`src/hdl/exact_color_palette_indexer_unit_assert.svh`:
```
// Assertion macros shared by the palette indexer RTL
`ifndef EXACT_COLOR_PALETTE_INDEXER_UNIT_ASSERT_SVH
`define EXACT_COLOR_PALETTE_INDEXER_UNIT_ASSERT_SVH
`ifndef SYNTH
// Clocked check, masked while reset is asserted
`define ECPI_ASSERT(label, prop, msg) \
  label: assert property (@(posedge clk) disable iff (!rst_n) (prop)) else $error(msg);
// Clocked check that also holds across reset
`define ECPI_ASSERT_RST(label, prop, msg) \
  label: assert property (@(posedge clk) (prop)) else $error(msg);
`else
`define ECPI_ASSERT(label, prop, msg)
`define ECPI_ASSERT_RST(label, prop, msg)
`endif
`endif

```
`src/hdl/ecpi_pkg.sv`:
```
// Shared types, widths and helper functions for the palette indexer
`default_nettype none
package ecpi_pkg;

  localparam int PIXEL_W = 16;
  localparam int COMP_W  = 5;
  localparam int COLOR_W = 3 * COMP_W;
  localparam int CHAN_W  = 8;
  localparam int IDX_W   = 8;
  localparam int CNT_W   = 9;

  // Controller states
  typedef enum logic [1:0] {
    ST_IDLE,
    ST_SCAN,
    ST_FIN
  } ecpi_state_t;

  // Write request into the tail of the cell ring
  typedef struct packed {
    logic               en;
    logic [COLOR_W-1:0] color;
  } ring_wr_t;

  // Pack the three 5-bit components of a pixel, bit 5 is dropped
  function automatic logic [COLOR_W-1:0] pixel_key(input logic [PIXEL_W-1:0] px);
    pixel_key = {px[15:11], px[10:6], px[4:0]};
  endfunction

  // Widen a 5-bit component to 8 bits by repeating its top bits
  function automatic logic [CHAN_W-1:0] expand5(input logic [COMP_W-1:0] c);
    expand5 = {c, c[COMP_W-1:COMP_W-3]};
  endfunction

endpackage
`default_nettype wire

```
`src/hdl/ecpi_cell.sv`:
```
// One palette cell: holds a colour and takes its neighbour's colour each cycle, or a written one
`default_nettype none
module ecpi_cell (
  input  wire logic                        clk,
  input  wire logic [ecpi_pkg::COLOR_W-1:0] nb_color,
  input  wire ecpi_pkg::ring_wr_t           wr,
  output logic      [ecpi_pkg::COLOR_W-1:0] color
);
  import ecpi_pkg::*;

  logic [COLOR_W-1:0] color_r;
  logic [COLOR_W-1:0] color_nxt;

  // Replace the passing colour when a write is requested
  always_comb begin
    color_nxt = wr.en ? wr.color : nb_color;
  end

  // Hold the colour, no reset on payload
  always_ff @(posedge clk) begin
    color_r <= color_nxt;
  end

  assign color = color_r;

endmodule
`default_nettype wire

```
`src/hdl/ecpi_ring.sv`:
```
// Circular chain of palette cells rotating one place per cycle
`default_nettype none
module ecpi_ring #(
  parameter int PALETTE_ENTRIES = 256
) (
  input  wire logic                         clk,
  input  wire ecpi_pkg::ring_wr_t           wr,
  output logic      [ecpi_pkg::COLOR_W-1:0] head_color
);
  import ecpi_pkg::*;

  localparam ring_wr_t NO_WR = '{en: 1'b0, color: '0};

  logic [COLOR_W-1:0] cell_q [PALETTE_ENTRIES];

  // Each cell takes from the next one; the tail takes the head back, or a new colour
  for (genvar i = 0; i < PALETTE_ENTRIES; i++) begin : g_cell
    if (i == PALETTE_ENTRIES - 1) begin : g_tail
      ecpi_cell u_cell (
        .clk      (clk),
        .nb_color (cell_q[0]),
        .wr       (wr),
        .color    (cell_q[i])
      );
    end else begin : g_body
      ecpi_cell u_cell (
        .clk      (clk),
        .nb_color (cell_q[i+1]),
        .wr       (NO_WR),
        .color    (cell_q[i])
      );
    end
  end

  assign head_color = cell_q[0];

endmodule
`default_nettype wire

```
`config.mk`:
```
export PLATFORM = sky130hd
export DESIGN_NAME = ecpi_ring
export DESIGN_NICKNAME = d
export VERILOG_FILES = /design/src/hdl/exact_color_palette_indexer_unit_assert.svh /design/src/hdl/ecpi_pkg.sv /design/src/hdl/ecpi_cell.sv /design/src/hdl/ecpi_ring.sv
export SDC_FILE = /design/constraint.sdc
export NUM_CORES = 2
export LEC_CHECK = 0
export BUFFER_PORTS_ARGS = -buffer_cell sky130_fd_sc_hd__buf_2
export CAP_MARGIN = 30
export CORE_MARGIN = 8
export CORE_UTILIZATION = 35
export DETAILED_ROUTE_END_ITERATION = 8
export HOLD_SLACK_MARGIN = 0.02
export SKIP_LAST_GASP = 1
export SLEW_MARGIN = 5
export SYNTH_ARGS = -nofsm -noshare
export SYNTH_HDL_FRONTEND = slang
export SYNTH_SLANG_ARGS = --single-unit
```
`constraint.sdc`:
```
create_clock -name clk -period 0.8 [get_ports clk]
set_input_delay 0.08 -clock clk [delete_from_list [all_inputs] [get_ports clk]]
set_output_delay 0.08 -clock clk [all_outputs]
set_load 0.03 [all_outputs]
```
==> results.yml <==
global_routing:
  grt_first_pass_wirelength_mm: 133
  antenna_found_initial: 4
  first_global_vias: 26200
  grt-ovfl-total: 0
  grt_util_all_layers_pct: 6.64
  grt_start_max_net_pins: 17
power:
  internal_power_uw: 296000
  p_per_area_mw_per_mm2: 3880
  seqPwrFrac_pct: 53.4
  switching_share_pct: 18.4
  comb_power_share_pct: 0.1
  peakVddDrop_uv: 1780
  p_sw_uw: 66700
  total_power_uw: 363000
  power_frac_clock_pct: 46.5
  p_leak_uw: 0.0376
die:
  io_pins: 32
  fp.coreArea_mm2: 0.220
  num_rows: 172
  start_util_pct: 35.2
  die_area_mm2: 0.236
  die_y_um: 486
  die_w_um: 486
placement:
  place_congestion: 0.664
  dpl.hpwl_mm: 29.9
  placed_cell_area_mm2: 0.0809
  port_buffers: 31
worst_hold_path:
  min_to: "g_cell[255].g_tail.u_cell.color[14]"
  hold-path-cell-count: 3
  hold_class: "input pin to flip-flop"
  hp-start: "wr[14]"
routing:
  vias_per_cell: 3.40
  first_pass_iters: 5
  wl_met3_mm: 4.58
  vias: 25300
  drt-total-wl_mm: 76.3
  drc: 0
  drt_iter0_markers: 1000
  top_layer_used: "met4"
  post_drt_wl_per_cell_um: 10.2
  met2_wirelength_mm: 26.5
  postRouteAntennaNets: 0
  wl_met1_mm: 41.5
worst_setup_path:
  r2r_start: "g_cell[0].g_body.u_cell.color[7]"
  r2r_end: "g_cell[255].g_tail.u_cell.color[7]"
  reg2reg_slack_ps: -40
  cp_top_family: "flip-flops"
  cp_data_arrival_time_ps: 1410
  max_stage_delay_ps: 360
  crit_required_ps: 720
  critical_path.endpoint_type: "output pin"
  crit_buf_inv: 1
  start_kind: "flip-flop"
  critPathKind: "flip-flop to output pin"
  r2r_cells: 2
  cp_max_fo: 2
  cp_slowest_cell: "dfxtp_2"
  crit_chain: "buf_6"
yosys:
  ys_types: 6
  yosys.area_share.simple_pct: 0
  syn_nets: 3889
  syn_inst: 3872
  avgSynthCellArea_um2: 19.9
  synth_mux_area_share_pct: 0.267
  synth_xor_area_share_pct: 0
  synth_compound_area_share_pct: 0
  ys_warn_count: 0
  synth_top_family_by_area: "multiplexers"
  synthAdderAreaFrac_pct: 0
  yosysSeqAreaShare_pct: 99.5
  synth_area_mm2: 0.0772
  yosys_register_bits: 3840
sta:
  skew_ps: 55.9
  period_needed_ps: 1490
  fin_crit_sh_pct: 187
  fin_ws_ps: -693
  finalHoldViolCount: 0
  setup_viol: 24
  drv_slew: 0
  max_slew.worst_pin.slew_ps: 297
  max_slew_margin_pct: 80.2
  fmax_mhz: 670
  rsz0062_at_grt: "true"
clock_network:
  clk_latency_ps: 890
  cts_root_buf: "clkbuf_16"
  cts.sinks: 3840
  cts_tree: "built"
  ctsLongestPathBuffers: 4
  cts_buffers: 365
  ctsHtreeMaxLevel: 5
  cts.clk_slew.worst_paths_ps: 60
final_layout:
  postLayoutCellArea_mm2: 0.0936
  fillCellCount: 18900
  final_cell_mix: "dfxtp_1 (3825), clkbuf_16 (372), clkbuf_8 (90)"
  nets: 4313
  layout-drive-gt1-share_pct: 14.3
  layout_commonest_cell: "dfxtp_1"
  area_growth_pct: 21.2
run_status:
  violations: "setup timing"
  status: "finished with violations"
job:
  maxCapViolCount: 0
## synthesized netlist by cell type
library cell / count / share of area [%]
dfxtp_1: 3840 / 100
buf_4: 15 / 0.15
mux2_4: 10 / 0.19
mux2_2: 5 / 0.073
buf_12: 1 / 0.026
buf_6: 1 / 0.015
## what timing repair did
action / CTS / global route
buffers inserted: 9 / 3
hold endpoints to repair: 15 / 0
hold buffers: 29 / 0
endpoints found under the setup margin: 16 / 24
gates resized for setup: 47 / 6
gates cloned: 0 / 0
## flip-flops by register name (all words and copies together) (netlist names)
register and count:
g_cell.g_tail.u_cell.color 15, g_cell.g_body.u_cell.color 3825
## per-stage QoR
| stage | hold slack, ps | setup slack [ps] | cells | setup TNS, ps | util, % |
|---|---|---|---|---|---|
| 6_report | 166 | -693 | 7441 | -10000 | 42.6 |
| 5_1_grt | 119 | -793 | 7439 | -11690 | 42.6 |
| 4_1_cts | 44.9 | -793 | 7435 | -11570 | 42.6 |
| 3_5_place_dp | 312 | -89.1 | 6760 | -442 | 36.8 |
| 3_3_place_gp | 310 | -94.7 | 6760 | -395 | 36.8 |
| 2_1_floorplan | 223 | 66.5 | 3872 | 0 | - |
## worst min-delay path, cell delays in order
cell and delay, ps:
dlygate4sd3_1 520, buf_2 250, mux2_4 190
## power by group through the flow
stage / registers, uW / clock network, uW / logic, uW
finish: 194000 / 169000 / 296
global route: 194000 / 183000 / 319
CTS: 194000 / 175000 / 298
detailed placement: 198000 / 0 / 191
global placement: 198000 / 0 / 188
floorplan: 198000 / 0 / 91.4
## cell families (layout without fill, tap and decap cells)
group                  Yosys count  count (layout)
buffers and inverters           17             711
muxes                           15              15
other                            0               4
DFF                           3840            3840
## routing by layer
| layer | global-route usage [%] | vias to the layer above |
|---|---|---|
| met5 | 0 | - |
| met3 | 2.56 | 284 |
| met1 | 9.76 | 11700 |
| li1 | - | 12800 |
| met2 | 7.91 | 430 |
| met4 | 4.18 | 0 |
## final cells by class
type / instances / area, um2 / area share [%]
diodes: 4 / 10.0 / 0.0107
clock buffers: 523 / 10800 / 11.5
clock inverters: 114 / 1430 / 1.52
multi-input cells: 15 / 214 / 0.229
flip-flops and latches: 3840 / 76900 / 82.2
well taps: 2871 / 3590 / 3.84
repair buffers: 74 / 676 / 0.722
## worst max-delay path by stage
stage                                            startpoint                                 end  slack, ps  cells past startpoint
after floorplan                                      wr[15]  g_cell[255].g_tail.u_cell.color[0]         70                      3
after global placement    g_cell[0].g_body.u_cell.color[13]                      head_color[13]        -90                      1
after detailed placement  g_cell[0].g_body.u_cell.color[13]                      head_color[13]        -90                      1
after CTS                  g_cell[0].g_body.u_cell.color[7]                       head_color[7]       -790                      1
after global routing       g_cell[0].g_body.u_cell.color[6]                       head_color[6]       -790                      1
final                      g_cell[0].g_body.u_cell.color[6]                       head_color[6]       -690                      1
No activity file was read; power rests on OpenSTA's default activity.
